==> config.mk <==
export PLATFORM = sky130hd
export DESIGN_NAME = psc_ram
export DESIGN_NICKNAME = d
export VERILOG_FILES = /design/src/rtl/psc_ram.sv
export SDC_FILE = /design/constraint.sdc
export NUM_CORES = 2
export LEC_CHECK = 0
export BUFFER_PORTS_ARGS = -buffer_cell sky130_fd_sc_hd__clkbuf_2
export CAP_MARGIN = 25
export CORE_UTILIZATION = 56
export DETAILED_ROUTE_END_ITERATION = 6
export HOLD_SLACK_MARGIN = 0.06
export PLACE_DENSITY = 0.78
export SLEW_MARGIN = 20
export SYNTH_ARGS = -nofsm -noshare
export SYNTH_HDL_FRONTEND = slang
export SYNTH_SLANG_ARGS = --single-unit
==> constraint.sdc <==
create_clock -name clk_i -period 3.3 [get_ports clk_i]
set_clock_uncertainty 0.2 [all_clocks]
set_input_delay 0.165 -clock clk_i [delete_from_list [all_inputs] [get_ports clk_i]]
set_output_delay 0.165 -clock clk_i [all_outputs]
set_load 0.02 [all_outputs]
==> src/rtl/psc_ram.sv <==
// ----------------------------------------------------------------------------
// psc_ram
// Generic single-write, single-read RAM with a registered read port.
// ----------------------------------------------------------------------------
module psc_ram #(
  parameter int unsigned WIDTH = 32,
  parameter int unsigned DEPTH = 64
) (
  input  logic                     clk_i,
  input  logic                     we_i,
  input  logic [$clog2(DEPTH)-1:0] waddr_i,
  input  logic [WIDTH-1:0]         wdata_i,
  input  logic [$clog2(DEPTH)-1:0] raddr_i,
  output logic [WIDTH-1:0]         rdata_o
);

  logic [WIDTH-1:0] mem [DEPTH];

  // Write port and registered read port
  always_ff @(posedge clk_i) begin
    if (we_i) begin
      mem[waddr_i] <= wdata_i;
    end
    rdata_o <= mem[raddr_i];
  end

endmodule

=== After elaboration in Yosys (flattened, before gate mapping) ===
Memories as Yosys holds them, arrays and structs flattened. A register that Yosys moved wholly into a read port is not among the register bits.
Index checks and enable logic that the tools add are counted.

* Bits in registers: 0
* Bits in latches: 0
* Bits in writable memories: 2,048
* Memory bits (read-only): 0
* Input port bits: 46
* Logic and storage cells: 3
* Memories: 1

{| class="wikitable"
|+ Memory list
! memory !! words !! width !! rd ports !! clocked after Yosys merged registers in !! write ports !! line !! RTL
|-
| mem || 64 || 32 || 1 || 1 || 1 || 17 || <nowiki>logic [WIDTH-1:0] mem [DEPTH];</nowiki>
|}

* $add $sub $neg: 0
* Multiply operators: 0
* Divide/modulo/power cells: 0
* $lt $le $gt $ge: 0
* Equality and inequality tests: 0
* Shifts and indexed selects: 0
* Mux-type cells: 2
* Bitwise operators: 0
* Reductions and logical operators: 0

{| class="wikitable"
|+ Operators with widths
! kind !! number
|-
| 1-bit two-way mux || 2
|}

=== Depth between registers and ports, before layout ===
* Word-level depth: 2
* Depth in mapped cells: 10
* Depth with buffers taken out: 5

=== Least setup slack after synthesis ===
OpenSTA, ideal clock, no wires.

* Kind: in2reg
* From: input port waddr_i[3]
* To: memory mem[48][0], enable pin
* Library setup time: 0.461 ns
* Arrival: 2.864 ns
* Setup slack: -0.225 ns
* Stages: 4
* Path buffers: 1
* Path through: clkbuf_1 -> nor2b_1 -> nand4b_1 -> nor3_1

{| class="wikitable"
|+ RTL lines
! element !! line !! RTL
|-
| start: declaration || 11 || <nowiki>input logic [$clog2(DEPTH)-1:0] waddr_i,</nowiki>
|-
| end: declaration || 17 ||
|}

Straight into the memory's write port.

==> summary.md <==
| Metric | Value |
|---|---|
| Status | `complete, no violations` |
| Final hold viol count | `0` |
| Antenna violations before repair | `16` |
| Lkg Pwr | `28.3 nW` |
| Wirelength, routed | `209000 µm` |
| Starting Density | `56.3%` |
| HP Class | `input pin to register` |
| CTS Buffer Depth | `3` |
| Cell row count | `137` |
| FILL cells | `8513` |
| Seq pwr share | `55.0%` |
| Drt wl/cell | `36.4 µm` |
| Beginning of the worst register-to-register path | `mem[10][11]$_DFFE_PP_` |
| DP Worst Slack | `-0.0318 ns` |
| Most frequent cells in the layout | `2048 x edfxtp_1, 544 x mux4_2, 197 x buf_4, 195 x clkbuf_16, 93 x mux2i_1` |
| Mean Syn Cell Area | `23.6 µm²` |
| Setup ws final | `0.155 ns` |
| Root Driver | `clkbuf_16` |
| Placer congestion estimate | `0.840` |
| Worst EP arrival | `3.60 ns` |
| Total CTS buffers | `189` |
| WHS Path Cells | `1` |
| Fin. max-slew vios | `0` |
| R2r worst-path depth | `4` |
| Most common cell after layout, fill and taps aside | `edfxtp_1` |
| Final TNS setup | `0 ns` |
| All-Layer GR Usage | `30.0%` |
| CTS Sinks | `2080` |
| Peak supply drop | `0.000497 V` |
| Critical Path Sink Type | `register` |
| Clock Power Share | `39.2%` |
| Max Fanout on Critical Path | `38` |
| Setup violators final | `0` |
| Die width | `376 µm` |
| Share of layout cells above drive strength 1 | `31.2%` |
| DRT iter0 DRCs | `6137` |
| Synthesized Nets | `3370` |
| Final period util | `95.3%` |
| Die Area | `142000 µm²` |
| I/O pin cnt | `78` |
| 1st-pass router iterations | `5` |
| Resized Gates After CTS | `0` |
| Largest net degree at the start of global routing | `65` |
| Mapped Cells | `3324` |
| Vias in the first global route | `40059` |
| DRC Markers | `0` |
| Hold_ws | `0.0904 ns` |
| Hold Path Origin | `wdata_i[24]` |
| Vias | `39332` |
| R2r setup slk | `0.62 ns` |
| H-tree depth | `4` |
| Sequential fraction of the synthesis area | `79.1%` |
| Pint | `42.0 mW` |
| Relative slew slack | `26.6%` |
| Required time of the critical path | `3.76 ns` |
| Actual transition at the worst max-transition pin | `1.10 ns` |
| # hold bufs at CTS | `35` |
| Pwr per Cell Area | `594 nW/µm²` |
| Post-Syn Area | `78500 µm²` |
| Synth Register Bits | `2080` |
| First-pass GRT wire length | `293000 µm` |
| Core area | `139000 µm²` |
| Tmin final | `3.15 ns` |
| WS Path Type | `input pin to register` |
| Switching share of power | `21.4%` |
| Hold Path End | `mem[23][24]$_DFFE_PP_` |
| Max-cap violations | `0` |
| Comb power frac | `5.7%` |
| Area grow syn2layout | `14.7%` |
| CTS tree | `done` |
| Synthesis Warnings | `0` |
| Remaining Overflow, GRT | `0` |
| ANT nets after route | `0` |
| IO Port Bufs | `77` |
| Height of the chip | `376 µm` |
| CP startpoint kind | `input pin` |
| # nets final | `3765` |
| Clock transition at path regs | `0.06 ns` |
| DR vias/cell | `6.84` |
| Hpwl dp | `114000 µm` |
| Net Sw Power | `11.5 mW` |
| Fmax | `318 MHz` |
| Netlist cell types | `34` |
| RSZ-0062 raised after global routing | `false` |
| Insertion delay to the later sink of the worst-skew pair | `0.83 ns` |
| RR Endpoint | `rdata_o[11]$_DFF_P_` |
| Post CTS Setup Buffer Count | `0` |
## power groups by stage
stage               logic (mW)  registers [mW]  clock network (mW)
floorplan                 1.42            29.9                   0
global placement          2.84            30.0                   0
detailed placement        2.92            30.0                   0
CTS                       3.01            29.4                21.1
global route              3.15            29.4                22.1
finish                    3.07            29.4                21.0
## sequential cells by signal, indices dropped and copies added, names as in the netlist
register and flops:
mem 2048, rdata_o 32
## cells by family after synthesis
kind of cell,after synthesis,synth area share [%]
flip-flops,2080,79.1
multiplexers,637,16.8
AND/OR/NAND/NOR,223,1.27
AO/OA/AOI/OAI,202,1.67
buffers and inverters,182,1.13
## Yosys cell counts, drive strengths merged
| master | count | area share [%] |
|---|---|---|
| o221ai | 27 | 0.30 |
| nand3b | 5 | 0.048 |
| edfxtp | 2048 | 78 |
| nor2b | 15 | 0.12 |
| or3b | 5 | 0.056 |
| o22ai | 84 | 0.67 |
| nand2b | 8 | 0.064 |
| o32ai | 4 | 0.045 |
| a22oi | 12 | 0.11 |
| nand4 | 2 | 0.016 |
| buf | 108 | 0.77 |
| and3 | 4 | 0.032 |
| a21oi | 62 | 0.40 |
| dfxtp | 32 | 0.82 |
| and2 | 2 | 0.016 |
| or2 | 3 | 0.024 |
| mux4 | 544 | 16 |
| nand3 | 5 | 0.032 |
| a41o | 4 | 0.051 |
| or3 | 3 | 0.024 |
| a311oi | 8 | 0.089 |
| nand2 | 26 | 0.12 |
| a31oi | 1 | 0.0080 |
| clkbuf | 74 | 0.35 |
| nor3 | 7 | 0.045 |
| nand4b | 1 | 0.011 |
| nor2 | 137 | 0.65 |
| mux2i | 93 | 1.2 |
## worst max path at each step
stage,start,endpoint,depth (start not counted)
after floorplan,waddr_i[5],mem[39][0]$_DFFE_PP_,4
after global placement,raddr_i[0],rdata_o[11]$_DFF_P_,7
final,raddr_i[1],rdata_o[4]$_DFF_P_,10
after CTS,raddr_i[1],rdata_o[8]$_DFF_P_,10
after detailed placement,raddr_i[0],rdata_o[17]$_DFF_P_,9
after global routing,raddr_i[1],rdata_o[4]$_DFF_P_,10
## layer usage
layer	GRT usage (%)	share of wire [%]
met1	39.4	33
met2	47.3	48
met3	7.75	13
met4	14.4	5.4
met5	0	0.055
## layout make-up
class,instances,area [µm²],share of cell area [%]
multi-input combinational,1062,16000,17.8
tap,1876,2350,2.61
antenna,4,10.0,0.0111
clock inverter,75,579,0.643
sequential,2080,62100,69.0
timing repair buffer,386,3790,4.20
clock buffer,264,5230,5.80
## worst max-delay path, stage by stage
cell and delay, ns:
dlygate4sd3_1 0.59, buf_8 0.41, buf_12 0.29, buf_12 0.19, nor2b_1 0.42, buf_4 0.23, a22oi_1 0.06, and3_1 0.17
o32ai_1 0.88, nor3_1 0.10
## stage by stage
step	utilization (%)	cells	area [µm²]	power [mW]
after floorplan	-	3324	78500	31.4
after global placement	59.9	5350	83500	32.8
after detailed placement	60.1	5356	83700	32.9
after CTS	64.5	5730	89900	53.5
after global routing	64.6	5744	90100	54.6
final	64.6	5747	90100	53.5
Note: power is estimated with default switching activity, not from simulation.
