===== src/rtl/psc_pkg.sv =====
// ----------------------------------------------------------------------------
// psc_pkg
// Shared constants, types and helpers of the point set centroid shift core.
// ----------------------------------------------------------------------------
package psc_pkg;

  // Point buffer capacity and the widths that follow from it
  localparam int unsigned MAX_POINTS = 64;
  localparam int unsigned IDX_W      = $clog2(MAX_POINTS);
  localparam int unsigned CNT_W      = $clog2(MAX_POINTS + 1);
  localparam int unsigned COORD_W    = 32;
  localparam int unsigned SUM_W      = COORD_W + IDX_W;
  localparam int unsigned WIDE_W     = COORD_W + 2;
  localparam int unsigned PT_W       = 3 * COORD_W;
  localparam int unsigned DIV_STEP_W = $clog2(SUM_W);

  // Register file geometry
  localparam int unsigned NUM_REGS = 4;
  localparam int unsigned ADDR_W   = $clog2(4 * NUM_REGS);
  localparam int unsigned DATA_W   = 32;

  typedef enum logic [1:0] {
    REG_MODE    = 2'd0,
    REG_SHIFT_X = 2'd1,
    REG_SHIFT_Y = 2'd2,
    REG_SHIFT_Z = 2'd3
  } reg_idx_e;

  typedef struct packed {
    logic               centering_mode;
    logic [COORD_W-1:0] shift_x;
    logic [COORD_W-1:0] shift_y;
    logic [COORD_W-1:0] shift_z;
  } cfg_t;

  typedef enum logic [2:0] {
    ST_IDLE,
    ST_DSTART,
    ST_DWAIT,
    ST_PREP,
    ST_EMIT,
    ST_DRAIN
  } state_e;

  // Sign-extend a coordinate to the wide working width
  function automatic logic [WIDE_W-1:0] ext_wide(input logic [COORD_W-1:0] v);
    return {{(WIDE_W-COORD_W){v[COORD_W-1]}}, v};
  endfunction

  // Clamp a wide signed value to the signed coordinate range
  function automatic logic [COORD_W-1:0] sat_coord(input logic [WIDE_W-1:0] v);
    logic [WIDE_W-COORD_W:0] top;
    top = v[WIDE_W-1:COORD_W-1];
    if ((&top) || !(|top)) begin
      return v[COORD_W-1:0];
    end else if (v[WIDE_W-1]) begin
      return {1'b1, {(COORD_W-1){1'b0}}};
    end else begin
      return {1'b0, {(COORD_W-1){1'b1}}};
    end
  endfunction

endpackage


===== src/rtl/psc_regs.sv =====
// ----------------------------------------------------------------------------
// psc_regs
// APB-style register file: centering mode and the three shift registers.
// ----------------------------------------------------------------------------
module psc_regs (
  input  logic                        clk_i,
  input  logic                        rst_ni,
  input  logic                        psel,
  input  logic                        penable,
  input  logic                        pwrite,
  input  logic [psc_pkg::ADDR_W-1:0]  paddr,
  input  logic [psc_pkg::DATA_W-1:0]  pwdata,
  output logic [psc_pkg::DATA_W-1:0]  prdata,
  output logic                        pready,
  output psc_pkg::cfg_t               cfg_o
);
  import psc_pkg::*;

  cfg_t     cfg_q, cfg_d;
  reg_idx_e idx;
  logic     wr_en;

  assign idx    = reg_idx_e'(paddr[ADDR_W-1:2]);
  assign pready = 1'b1;
  assign wr_en  = psel && penable && pwrite && pready;

  // Decode the write beat
  always_comb begin
    cfg_d = cfg_q;
    if (wr_en) begin
      case (idx)
        REG_MODE:    cfg_d.centering_mode = pwdata[0];
        REG_SHIFT_X: cfg_d.shift_x        = pwdata[COORD_W-1:0];
        REG_SHIFT_Y: cfg_d.shift_y        = pwdata[COORD_W-1:0];
        REG_SHIFT_Z: cfg_d.shift_z        = pwdata[COORD_W-1:0];
        default:     cfg_d = cfg_q;
      endcase
    end
  end

  always_ff @(posedge clk_i or negedge rst_ni) begin
    if (!rst_ni) begin
      cfg_q.centering_mode <= 1'b1;
      cfg_q.shift_x        <= '0;
      cfg_q.shift_y        <= '0;
      cfg_q.shift_z        <= '0;
    end else begin
      cfg_q <= cfg_d;
    end
  end

  // Read back
  always_comb begin
    case (idx)
      REG_MODE:    prdata = {{(DATA_W-1){1'b0}}, cfg_q.centering_mode};
      REG_SHIFT_X: prdata = cfg_q.shift_x;
      REG_SHIFT_Y: prdata = cfg_q.shift_y;
      REG_SHIFT_Z: prdata = cfg_q.shift_z;
      default:     prdata = '0;
    endcase
  end

  assign cfg_o = cfg_q;

endmodule


===== config.mk =====
export PLATFORM = sky130hd
export DESIGN_NAME = psc_regs
export DESIGN_NICKNAME = d
export VERILOG_FILES = /design/src/rtl/psc_pkg.sv /design/src/rtl/psc_regs.sv
export SDC_FILE = /design/constraint.sdc
export NUM_CORES = 1
export LEC_CHECK = 0
export BUFFER_PORTS_ARGS = -buffer_cell sky130_fd_sc_hd__buf_2
export CORE_MARGIN = 5
export CORE_UTILIZATION = 53
export CTS_CLUSTER_SIZE = 25
export DETAILED_ROUTE_END_ITERATION = 16
export GPL_TIMING_DRIVEN = 1
export PLACE_DENSITY = 0.85
export SYNTH_ARGS = -nofsm -noshare
export SYNTH_HDL_FRONTEND = slang
export SYNTH_SLANG_ARGS = --single-unit
export TNS_END_PERCENT = 10

===== constraint.sdc =====
create_clock -name clk_i -period 1.7 [get_ports clk_i]
set_input_delay 0.085 -clock clk_i [delete_from_list [all_inputs] [get_ports clk_i]]
set_output_delay 0.085 -clock clk_i [all_outputs]
set_load 0.01 [all_outputs]

After elaboration in Yosys (flattened, before gate mapping)
Index checks and enable logic that the tools add are counted.

word-level totals
  register bits = 97
  output and inout port bits = 130
  bits of input ports = 41
  logic and storage cells = 15

operators by class
  equality and inequality tests = 3
  mux-type cells = 1
  reduce and logical (&&, ||, !) cells = 7

operators with widths
  operator                                        count
  case mux 32 bit (4 select lines)                1
  AND reduction 2 bit                             4
  == test 2 bit (second input constant)           2
  == test 2 x 1 -> 1 bit (second input constant)  1
  logical AND 1 bit                               2
  zero test 2 bit                                 1

Depth between registers and ports, before layout
  depth after elaboration = 3
  gate-level depth with buffers = 6

Worst setup path after synthesis
OpenSTA, ideal clock, no wires.

  kind = input-to-reg
  start = input paddr[3] (netlist bit)
  end = register cfg_q, in the netlist cfg_o[64]
  required time = 1,575 ps
  path slack = 501 ps
  arrival = 1,074 ps
  path buffers = 3
  cell stages on the path = 6
  path through = buf_2 nor2b_4 and2_4 buf_6 buf_8 mux2_4

on the way
  longest elaborated chain between the ends = 2

ends and longest elaborated chain
  what                                  RTL line        text
  start: declaration                    psc_regs.sv:11  input logic [psc_pkg::ADDR_W-1:0] paddr,
  == test 2 x 1 -> 1 bit                psc_regs.sv:31  case (idx)
  AND reduction 2 bit (no source line)  n/a
  end signal: assignment                psc_regs.sv:48  cfg_q <= cfg_d;
  end: declaration                      psc_regs.sv:19  cfg_t cfg_q, cfg_d;

Every way passes these cells.
A chain may end at the register's enable or synchronous reset.

Final worst setup path
  start = register cfg_q, in the netlist cfg_o[59]
  end = output prdata[27] (netlist bit)

on the way
  longest elaborated chain between the ends = 1

ends and longest elaborated chain
  what                              RTL line        text
  case mux 32 bit (4 select lines)  psc_regs.sv:54  case (idx)
  end: declaration                  psc_regs.sv:13  output logic [psc_pkg::DATA_W-1:0] prdata,

Every way passes these cells.

==> results.py <==
metrics = {
    "outcome": {
        "outcome": "finished clean",
    },
    "clocking": {
        "cts_root_buf": "clkbuf_8",
        "htree_levels": 3,
        "path_clk_slew_ps": 90,
        "post_cts_buffers": 0,
        "clkLatencyLatePin_ps": 350,
        "clk_path_buf_depth": 2,
        "cts_tree": "done",
        "cts_sinks": 97,
        "cts_made_buffers": 9,
    },
    "global_routing": {
        "grt_usage": 0.2285,
        "grt_pass1_vias": 3543,
        "grt_pass1_wl_um": 18500,
        "overflow": 0,
        "antenna_found_initial": 0,
        "grt_max_degree": 50,
    },
    "final_layout": {
        "diodes": 0,
        "nNetsFinal": 527,
        "drive_gt1_frac": 0.6578,
        "final_core_util": 0.7244,
        "instances_no_fill": 596,
        "area_growth_pct": 32.70,
        "largest_reg_flops": 97,
        "fillCellCount": 561,
    },
    "floorplanning": {
        "die_y_um": 102.2,
        "core.rowCount": 33,
        "pin_count": 171,
        "die_area_um2": 10450,
        "core_area_um2": 8258,
        "die_w_um": 102.2,
        "start_util": 0.5459,
    },
    "routing": {
        "antenna_left": 0,
        "drcViolationCount": 0,
        "routedWlPerCell_um": 19.70,
        "num_vias": 3295,
        "via_per_inst": 5.529,
        "firstDrtPassIters": 5,
        "finalWirelength_um": 11740,
        "first_iter_violations": 89,
    },
    "yosys": {
        "synth.avg_cell_area_um2": 15.71,
        "synth.area.top_cells": "dfrtp_1 53%, mux2_2 24%, mux2_4 10%, a22o_1 6.0%, buf_6 1.5%",
        "mappedNetlistArea_um2": 4508,
        "ys_async_sr_fraction": 1.000,
        "synth_fp_nets": 328,
        "synth-edff-count": 0,
        "ys_seq_elements": 97,
        "yosys.area.top_type": "dfrtp_1",
        "synthCells": 287,
        "yosysTopAreaCellShare": 0.5329,
        "synth_common_cells": "96 x dfrtp_1, 95 x mux2_2, 31 x a22o_1, 30 x mux2_4, 7 x buf_2",
        "yosysMostFrequentCell": "dfrtp_1",
        "synth_cell_types": 19,
        "ys.flop_type": "dfrtp_1",
        "ys_seq_area_frac": 0.5387,
        "ys_warn_count": 0,
    },
    "run": {
        "max_cap_violations": 0,
    },
    "power": {
        "pwr-share-seq": 0.464,
        "powerDensity_nw_per_um2": 1181,
        "netSwitchingFraction": 0.3170,
        "vdd_ir_drop_max_uv": 700.6,
        "combPwrFrac": 0.328,
        "leakage_nw": 3.010,
        "finalPower_mw": 7.066,
        "p_clk_frac": 0.208,
        "internal_power_mw": 4.826,
        "p_sw_mw": 2.240,
    },
    "setup_path": {
        "start_kind": "flop",
        "path_class": "flop to output pin",
        "cp-end-kind": "output pin",
        "cp_max_fo": 3,
        "required_ps": 1620,
        "critPathArrivalTime_ps": 1400,
    },
    "timing": {
        "finalSetupTns_ps": 0,
        "rsz0062_at_grt": "false",
        "fin_worst_skew_ps": 0,
        "fin_crit_ps": 1487,
        "fin_ws_ps": 212.8,
        "slew_viol_final": 0,
        "fmax_ghz": 0.6724,
        "setup_violations": 0,
        "fin_crit_sh": 0.8748,
        "hold_viol_final": 0,
    },
    "placement": {
        "dp_hpwl_um": 7934,
        "port_buffers": 167,
        "pre_cts_ws_ps": 224.5,
        "gp_congestion": 0.8349,
        "placed_cells": 547,
    },
    "min_path": {
        "min_path_type": "primary input to asynchronous set/reset pin",
    },
}
## final timing paths
check                      startpoint         end  slack [ps]  cells past startpoint
max                         cfg_o[59]  prdata[27]         210                      3
min                            rst_ni   cfg_o[51]         200                      2
max reg2reg                 cfg_o[59]   cfg_o[59]         880                      1
min reg2reg                 cfg_o[38]   cfg_o[38]         520                      1
max in group asynchronous      rst_ni   cfg_o[96]         840                      3
min in group clk_i           paddr[3]   cfg_o[96]         390                      3
## power groups by stage
stage / Sequential, mW / Clock (mW) / Combinational, mW
2_1_floorplan: 3.49 / 0 / 1.04
6_report: 3.28 / 1.47 / 2.32
4_1_cts: 3.27 / 1.49 / 2.35
5_1_grt: 3.35 / 1.60 / 2.50
3_3_place_gp: 3.27 / 0 / 2.22
3_5_place_dp: 3.32 / 0 / 2.29
## timing repair
item / CTS / global route
gates resized for setup: 0 / 0
endpoints found under the setup margin: 0 / 0
hold endpoints to repair: 114 / 2
hold buffers: 31 / 2
## per-layer routing
metal | track usage | routed length, µm | vias to the layer above | share of wire
met2 | 0.3948 | 6061 | 131 | 0.52
met3 | 0.05188 | 679 | 25 | 0.058
met1 | 0.2821 | 4736 | 1688 | 0.40
met5 | 0 | 0 | - | 0
li1 | - | - | 1451 | -
met4 | 0.08073 | 264 | 0 | 0.022
## per-stage QoR
stage,hold slack [ps],cell area [µm²]
detailed placement,55.35,5464
finish,201.8,5982
global placement,50.01,5464
floorplan,-210.6,4508
CTS,4.143,5962
global route,226.2,5982
## worst max-delay path, cell delays in order, from the launching register on
cell and delay (ps):
dfrtp_1 410, mux2_2 270, a22o_1 240, buf_2 140
## kinds of logic after synthesis
group	share of synthesized area
AO/OA/AOI/OAI	0.06023
flip-flops	0.5387
other	0.0008318
AND/OR/NAND/NOR	0.01110
buffers and inverters	0.03941
multiplexers	0.3497
## final cells by class
class / instances / area, µm² / area share
clock buffers: 11 / 131.4 / 0.02196
well taps: 105 / 131.4 / 0.02196
repair buffers: 211 / 1326 / 0.2217
multi-input cells: 167 / 1908 / 0.3190
clock inverters: 5 / 56.30 / 0.009412
flip-flops and latches: 97 / 2429 / 0.4060
## cell usage in the layout (no fill, tap or decap), types with 2 or more instances in the layout
cell type,Yosys,layout
clkbuf_1,6,2
buf_4,1,6
clkinv_2,0,2
dlygate4sd3_1,0,33
mux2_2,95,95
mux2_1,3,3
mux2_4,30,30
clkbuf_8,0,9
dfrtp_1,96,96
buf_12,0,6
a22o_1,31,31
buf_2,7,166
No activity file was read; power rests on OpenSTA's default activity.
