[src/rtl/psc_pkg.sv]
// ----------------------------------------------------------------------------
// psc_pkg
// Shared constants, types and helpers of the point set centroid shift core.
// ----------------------------------------------------------------------------
package psc_pkg;

  // Point buffer capacity and the widths that follow from it
  localparam int unsigned MAX_POINTS = 64;
  localparam int unsigned IDX_W      = $clog2(MAX_POINTS);
  localparam int unsigned CNT_W      = $clog2(MAX_POINTS + 1);
  localparam int unsigned COORD_W    = 32;
  localparam int unsigned SUM_W      = COORD_W + IDX_W;
  localparam int unsigned WIDE_W     = COORD_W + 2;
  localparam int unsigned PT_W       = 3 * COORD_W;
  localparam int unsigned DIV_STEP_W = $clog2(SUM_W);

  // Register file geometry
  localparam int unsigned NUM_REGS = 4;
  localparam int unsigned ADDR_W   = $clog2(4 * NUM_REGS);
  localparam int unsigned DATA_W   = 32;

  typedef enum logic [1:0] {
    REG_MODE    = 2'd0,
    REG_SHIFT_X = 2'd1,
    REG_SHIFT_Y = 2'd2,
    REG_SHIFT_Z = 2'd3
  } reg_idx_e;

  typedef struct packed {
    logic               centering_mode;
    logic [COORD_W-1:0] shift_x;
    logic [COORD_W-1:0] shift_y;
    logic [COORD_W-1:0] shift_z;
  } cfg_t;

  typedef enum logic [2:0] {
    ST_IDLE,
    ST_DSTART,
    ST_DWAIT,
    ST_PREP,
    ST_EMIT,
    ST_DRAIN
  } state_e;

  // Sign-extend a coordinate to the wide working width
  function automatic logic [WIDE_W-1:0] ext_wide(input logic [COORD_W-1:0] v);
    return {{(WIDE_W-COORD_W){v[COORD_W-1]}}, v};
  endfunction

  // Clamp a wide signed value to the signed coordinate range
  function automatic logic [COORD_W-1:0] sat_coord(input logic [WIDE_W-1:0] v);
    logic [WIDE_W-COORD_W:0] top;
    top = v[WIDE_W-1:COORD_W-1];
    if ((&top) || !(|top)) begin
      return v[COORD_W-1:0];
    end else if (v[WIDE_W-1]) begin
      return {1'b1, {(COORD_W-1){1'b0}}};
    end else begin
      return {1'b0, {(COORD_W-1){1'b1}}};
    end
  endfunction

endpackage

[src/rtl/psc_div.sv]
// ----------------------------------------------------------------------------
// psc_div
// Bit-serial signed divider: axis sum over point count, truncating toward
// zero. One quotient bit per cycle, one for each of the SUM_W dividend bits.
// ----------------------------------------------------------------------------
module psc_div (
  input  logic                       clk_i,
  input  logic                       rst_ni,
  input  logic                       start_i,
  input  logic [psc_pkg::SUM_W-1:0]  dividend_i,
  input  logic [psc_pkg::CNT_W-1:0]  divisor_i,
  output logic                       done_o,
  output logic [psc_pkg::SUM_W-1:0]  quotient_o
);
  import psc_pkg::*;

  localparam logic [DIV_STEP_W-1:0] LastStep = DIV_STEP_W'(SUM_W - 1);

  logic                  run_q, run_d;
  logic                  done_q, done_d;
  logic [DIV_STEP_W-1:0] step_q, step_d;
  logic                  neg_q, neg_d;
  logic [SUM_W-1:0]      quo_q, quo_d;
  logic [CNT_W-1:0]      rem_q, rem_d;
  logic [CNT_W-1:0]      dvs_q, dvs_d;
  logic [CNT_W:0]        trial;
  logic [CNT_W:0]        diff;
  logic                  fits;

  // One restoring step: shift in the next dividend bit, subtract if it fits
  assign trial = {rem_q, quo_q[SUM_W-1]};
  assign diff  = trial - {1'b0, dvs_q};
  assign fits  = (trial >= {1'b0, dvs_q});

  always_comb begin
    run_d  = run_q;
    done_d = done_q;
    step_d = step_q;
    neg_d  = neg_q;
    quo_d  = quo_q;
    rem_d  = rem_q;
    dvs_d  = dvs_q;
    if (start_i) begin
      // Load the magnitude of the dividend and remember its sign
      run_d  = 1'b1;
      done_d = 1'b0;
      step_d = '0;
      neg_d  = dividend_i[SUM_W-1];
      quo_d  = dividend_i[SUM_W-1] ? (SUM_W'(0) - dividend_i) : dividend_i;
      rem_d  = '0;
      dvs_d  = divisor_i;
    end else if (run_q) begin
      quo_d  = {quo_q[SUM_W-2:0], fits};
      rem_d  = fits ? diff[CNT_W-1:0] : trial[CNT_W-1:0];
      step_d = step_q + 1'b1;
      if (step_q == LastStep) begin
        run_d  = 1'b0;
        done_d = 1'b1;
      end
    end
  end

  always_ff @(posedge clk_i or negedge rst_ni) begin
    if (!rst_ni) begin
      run_q  <= 1'b0;
      done_q <= 1'b0;
      step_q <= '0;
    end else begin
      run_q  <= run_d;
      done_q <= done_d;
      step_q <= step_d;
    end
  end

  always_ff @(posedge clk_i) begin
    neg_q <= neg_d;
    quo_q <= quo_d;
    rem_q <= rem_d;
    dvs_q <= dvs_d;
  end

  // Restore the sign of the quotient
  assign done_o     = done_q;
  assign quotient_o = neg_q ? (SUM_W'(0) - quo_q) : quo_q;

endmodule

[config.mk]
export PLATFORM = sky130hd
export DESIGN_NAME = psc_div
export DESIGN_NICKNAME = d
export VERILOG_FILES = /design/src/rtl/psc_pkg.sv /design/src/rtl/psc_div.sv
export SDC_FILE = /design/constraint.sdc
export NUM_CORES = 1
export LEC_CHECK = 0
export BUFFER_PORTS_ARGS = -buffer_cell sky130_fd_sc_hd__buf_2
export CAP_MARGIN = 20
export CORE_MARGIN = 10
export CORE_UTILIZATION = 25
export CTS_BUF_LIST = sky130_fd_sc_hd__clkbuf_16
export DETAILED_ROUTE_END_ITERATION = 8
export GPL_ROUTABILITY_DRIVEN = 0
export PLACE_DENSITY = 0.41
export SETUP_SLACK_MARGIN = 0.15
export SYNTH_ARGS = -nofsm -noshare
export SYNTH_HDL_FRONTEND = slang
export SYNTH_SLANG_ARGS = --single-unit
[constraint.sdc]
create_clock -name clk_i -period 2.7 [get_ports clk_i]
set_input_delay 0.135 -clock clk_i [delete_from_list [all_inputs] [get_ports clk_i]]
set_output_delay 0.135 -clock clk_i [all_outputs]
set_load 0.03 [all_outputs]
* After elaboration in Yosys (flattened, before gate mapping)
Cells that the tools add are included.
Widths: inputs -> output; s select.
** Storage, ports and cells
- Register bits :: 61
- Output and inout port bits :: 39
- Word-level logic and storage cells :: 29
** Operators by class
- Add/subtract/negate cells :: 4
- Magnitude comparators :: 1
- Eq/ne operators :: 1
- Muxes and demuxes :: 13
- Reductions and logical operators :: 3
** Operator list (count)
- $mux 38 :: 4
- $sub 1x38->38 const A :: 2
- $mux 6 :: 2
- $ge 8x7->1 :: 1
- $mux 7 :: 1
- $sub 7x7->7 :: 1
- $add 6x1->6 const B :: 1
- $eq 6x6->1 const B :: 1
- $mux 1 :: 6
- $reduce_bool 2->1 :: 2
- $reduce_and 2->1 :: 1

* Logic depth before layout (Yosys ltp)
- Word-level depth :: 4
- Mapped depth :: 8

* Worst setup path before layout
Ideal clock, no wire load.
- Kind :: reg2reg
- From :: register quo_q[37]
- To :: register rem_q[6]
- Library setup time :: 0.114 ns
- Data arrival time :: 2.243 ns
- Required time :: 2.586 ns
- Setup slack :: 0.342 ns
- Cell stages (with the launch flop) :: 9
- Cells stage by stage :: edfxtp_1 > inv_1 > ha_1 > fa_1 > nand2b_1 > a21oi_1 > a21oi_1 > or3b_2 > a2111oi_0
** On the way
- Word-level cells in the longest chain between the ends :: 2
- Elaborated cells between the ends (all ways) :: 3
- Classes of those cells :: add/sub: 1; order compare: 1; mux: 1
** Ends and longest elaborated chain
- from (decl) :: line psc_div.sv:23 : logic [SUM_W-1:0] quo_q, quo_d;
- from (signal assigned) :: line psc_div.sv:77 : quo_q <= quo_d;
- $sub 7x7->7 or $ge 8x7->1 (tied branches) :: line psc_div.sv:32, psc_div.sv:33
- $mux 7 (*) :: line psc_div.sv:54 : rem_d = fits ? diff[CNT_W-1:0] : trial[CNT_W-1:0];
- to (signal assigned) :: line psc_div.sv:78 : rem_q <= rem_d;
- to (decl) :: line psc_div.sv:24 : logic [CNT_W-1:0] rem_q, rem_d;
Every way passes the cells marked *; elsewhere a longest branch is shown, timed or not.
A chain may end at the register's enable or synchronous reset.

* Worst setup path after layout
- From :: register quo_q[31]
- To :: output port quotient_o[37] (netlist name)
** On the way
- Word-level cells in the longest chain between the ends :: 2
** Ends and longest elaborated chain
- $sub 1x38->38 :: line psc_div.sv:84 : assign quotient_o = neg_q ? (SUM_W'(0) - quo_q) : quo_q;
- $mux 38 :: line psc_div.sv:84
- to (decl) :: line psc_div.sv:13 : output logic [psc_pkg::SUM_W-1:0] quotient_o
Every way passes these cells.

==> flow_summary.json <==
{
  "status": "complete, no violations",
  "finClkSkew_ns": 0.00648,
  "ys_warn_count": 0,
  "synth_ff_type": "edfxtp_1",
  "yosys.area_share.simple_pct": 20.1,
  "syn-cell-area_sq_um": 4510,
  "syn_nets": 543,
  "seq_area_frac_synth_pct": 38.2,
  "core_sq_um": 17800,
  "track_usage_pct": 11.5,
  "io_buffers": 86,
  "design_area_sq_um": 6080,
  "cts_num_sinks": 61,
  "insertion_delay_ns": 0.34,
  "cts.clk_slew.worst_paths_ns": 0.05,
  "path_max_fanout": 4,
  "synth_cell_type_count": 55,
  "post-route-util_pct": 34.1,
  "fillers": 1863,
  "first_global_vias": 4144,
  "synth.avg_cell_area_sq_um": 9.33,
  "start_util_pct": 25.3,
  "antenna_left": 0,
  "clock.fmax_ghz": 0.378,
  "clock_tree.root_cell": "clkbuf_16",
  "cts.path.max_buffers": 2,
  "drc": 0,
  "die_area_sq_um": 23800,
  "cp_data_arrival_time_ns": 2.51,
  "placed_area_sq_um": 5350,
  "slew_headroom_pct": 48.4,
  "drt-initial-drc-count": 193,
  "grt_first_pass_wirelength_um": 22300,
  "rrSetupSlack_ns": 0.26,
  "synth_xor_xnor_area_share_pct": 14.2,
  "drv_cap": 0,
  "crit_type": "reg2out",
  "pre_cts_slack_ns": 0.0130,
  "setup-violations-final": 0,
  "whs_ns": 0.136,
  "hold_violations": 0,
  "synth_top_family_by_area": "simple AND/OR/NAND/NOR gates",
  "io_pins": 87,
  "synth_fa_ha_area_share_pct": 3.50,
  "p_leak_nw": 2.41,
  "cts_htree_levels": 3,
  "place_hpwl_um": 10500,
  "synth_cells": 483,
  "die_y_um": 154,
  "die_w_um": 154,
  "rsz0062_at_grt": "true",
  "area_growth_pct": 34.9,
  "cts_made_buffers": 9,
  "wirelength_um": 14000,
  "peakVddDrop_mv": 0.307,
  "cts_tree": "yes",
  "synth-compound-area-share_pct": 17.7,
  "crit_path_end_kind": "output pin",
  "worstPathRequired_ns": 2.57,
  "rr_worst_depth": 8,
  "slew_viol_final": 0,
  "finalCritPeriodShare_pct": 97.9,
  "power_density_nw_per_um2": 547,
  "ys_ff_latch": 61,
  "drive_above_1_share_pct": 29.9,
  "dr.pass1.iters": 4,
  "synthMuxAreaShare_pct": 2.50,
  "rows": 49,
  "cp-start-kind": "flop",
  "whs_path_depth": 2,
  "setup_ws_ns": 0.0563,
  "hold_class": "in2reg",
  "antenna_found_initial": 2,
  "wl_per_cell_um": 16.7,
  "grt_max_degree": 42,
  "via_per_inst": 4.88,
  "dr_total_vias": 4083,
  "synth_edf_count": 46,
  "worstMarginPinSlew_ns": 0.774,
  "grt_overflow": 0,
  "nets": 661,
  "async_flop_share_pct": 13.1,
  "period_needed_ns": 2.64
}
-- stage by stage --
step / power [mW] / setup TNS, ns / instances
after CTS: 3.35 / 0 / 833
final: 3.33 / 0 / 837
after global routing: 3.52 / -0.213 / 836
after detailed placement: 2.23 / 0 / 802
after floorplan: 1.88 / 0 / 483
after global placement: 2.22 / 0 / 802
-- report_power, final --
group	total, mW	internal, mW	switching, mW
sequential	1.24	1.13	0.112
combinational	1.08	0.440	0.640
clock	1.01	0.601	0.409
total	3.33	2.17	1.16
-- worst paths after layout --
path                                         end                  start
setup / recovery                  quotient_o[37]    quo_q[31]$_DFFE_PP_
hold / removal             step_q[5]$_DFFE_PN0P_                start_i
setup reg to reg           rem_q[6]$_SDFFE_PP0P_    quo_q[37]$_DFFE_PP_
hold reg to reg            rem_q[0]$_SDFFE_PP0P_  rem_q[0]$_SDFFE_PP0P_
max in group asynchronous        run_q$_DFF_PN0_                 rst_ni
min in group asynchronous  step_q[4]$_DFFE_PN0P_                 rst_ni
-- metal layers --
layer / track usage [%] / share of wire (%)
met1: 14.3 / 46
met2: 18.6 / 47
met3: 3.88 / 5.8
met4: 3.06 / 1.2
met5: 0 / 0
-- kinds of logic (layout without fill, tap and decap cells) --
logic type | count (synthesis) | count (layout)
adder cells (fa/ha/maj) | 12 | 12
AO/OA/AOI/OAI | 120 | 120
other | 0 | 2
XOR/XNOR | 73 | 73
multiplexers | 11 | 11
AND/OR/NAND/NOR | 161 | 161
flip-flops | 61 | 61
buffers and inverters | 45 | 168
-- critical path, stage by stage (launching register included) --
cell	delay [ns]
edfxtp_1	0.44
or3_1	0.51
or4_1	0.55
o41ai_4	0.34
xnor2_1	0.15
buf_4	0.18
-- registers in the layout, summed over array words and instances (netlist names) --
| signal | count |
|---|---|
| step_q | 6 |
| run_q | 1 |
| rem_q | 7 |
| neg_q | 1 |
| dvs_q | 7 |
| done_o | 1 |
| quo_q | 38 |
-- Yosys cell counts (6+ instances only) --
cell | instances | share of area [%]
clkbuf_1 | 18 | 1.5
dfrtp_1 | 8 | 4.4
nand3b_1 | 7 | 1.2
nor3_1 | 9 | 1.0
mux2i_1 | 9 | 2.0
a21oi_1 | 35 | 3.9
nand3_1 | 6 | 0.67
dfxtp_1 | 7 | 3.1
nor2_1 | 55 | 4.6
or3_1 | 7 | 0.97
o41ai_1 | 15 | 2.9
ha_1 | 11 | 3.1
nand2_1 | 22 | 1.8
o31ai_1 | 22 | 3.7
xnor2_1 | 40 | 7.8
edfxtp_1 | 46 | 31
inv_1 | 20 | 1.7
a211oi_1 | 7 | 1.2
xor2_1 | 33 | 6.4
nand4_1 | 6 | 0.83
o21ai_0 | 26 | 2.9
nor4_1 | 10 | 1.4
-- what timing repair did --
item / CTS / global route
pin swaps: 7 / 8
hold endpoints to repair: 15 / 0
buffers inserted: 7 / 2
endpoints found under the setup margin: 30 / 30
hold buffers: 8 / 0
resized for setup: 44 / 35
-- placed cells by master (no fill, tap or decap), types with 9 or more instances in the layout --
| cell | instances |
|---|---|
| nor4_1 | 9 |
| buf_2 | 65 |
| o21ai_0 | 19 |
| clkbuf_16 | 9 |
| ha_1 | 11 |
| xnor2_1 | 40 |
| nand2_1 | 22 |
| mux2i_1 | 9 |
| buf_4 | 53 |
| nor2_1 | 54 |
| inv_1 | 24 |
| o31ai_1 | 15 |
| a21oi_1 | 34 |
| xor2_1 | 33 |
| o41ai_1 | 10 |
| edfxtp_1 | 46 |
-- final cells by class --
| class | count | area (sq um) | share of cell area (%) |
|---|---|---|---|
| clock inverters | 7 | 30.0 | 0.494 |
| multi-input cells | 377 | 2870 | 47.1 |
| diodes | 2 | 5.00 | 0.0823 |
| inverters | 21 | 78.8 | 1.30 |
| clock buffers | 9 | 225 | 3.70 |
| flip-flops and latches | 61 | 1720 | 28.3 |
| repair buffers | 131 | 868 | 14.3 |
| well taps | 229 | 287 | 4.71 |
Note: power is estimated with default switching activity, not from simulation.
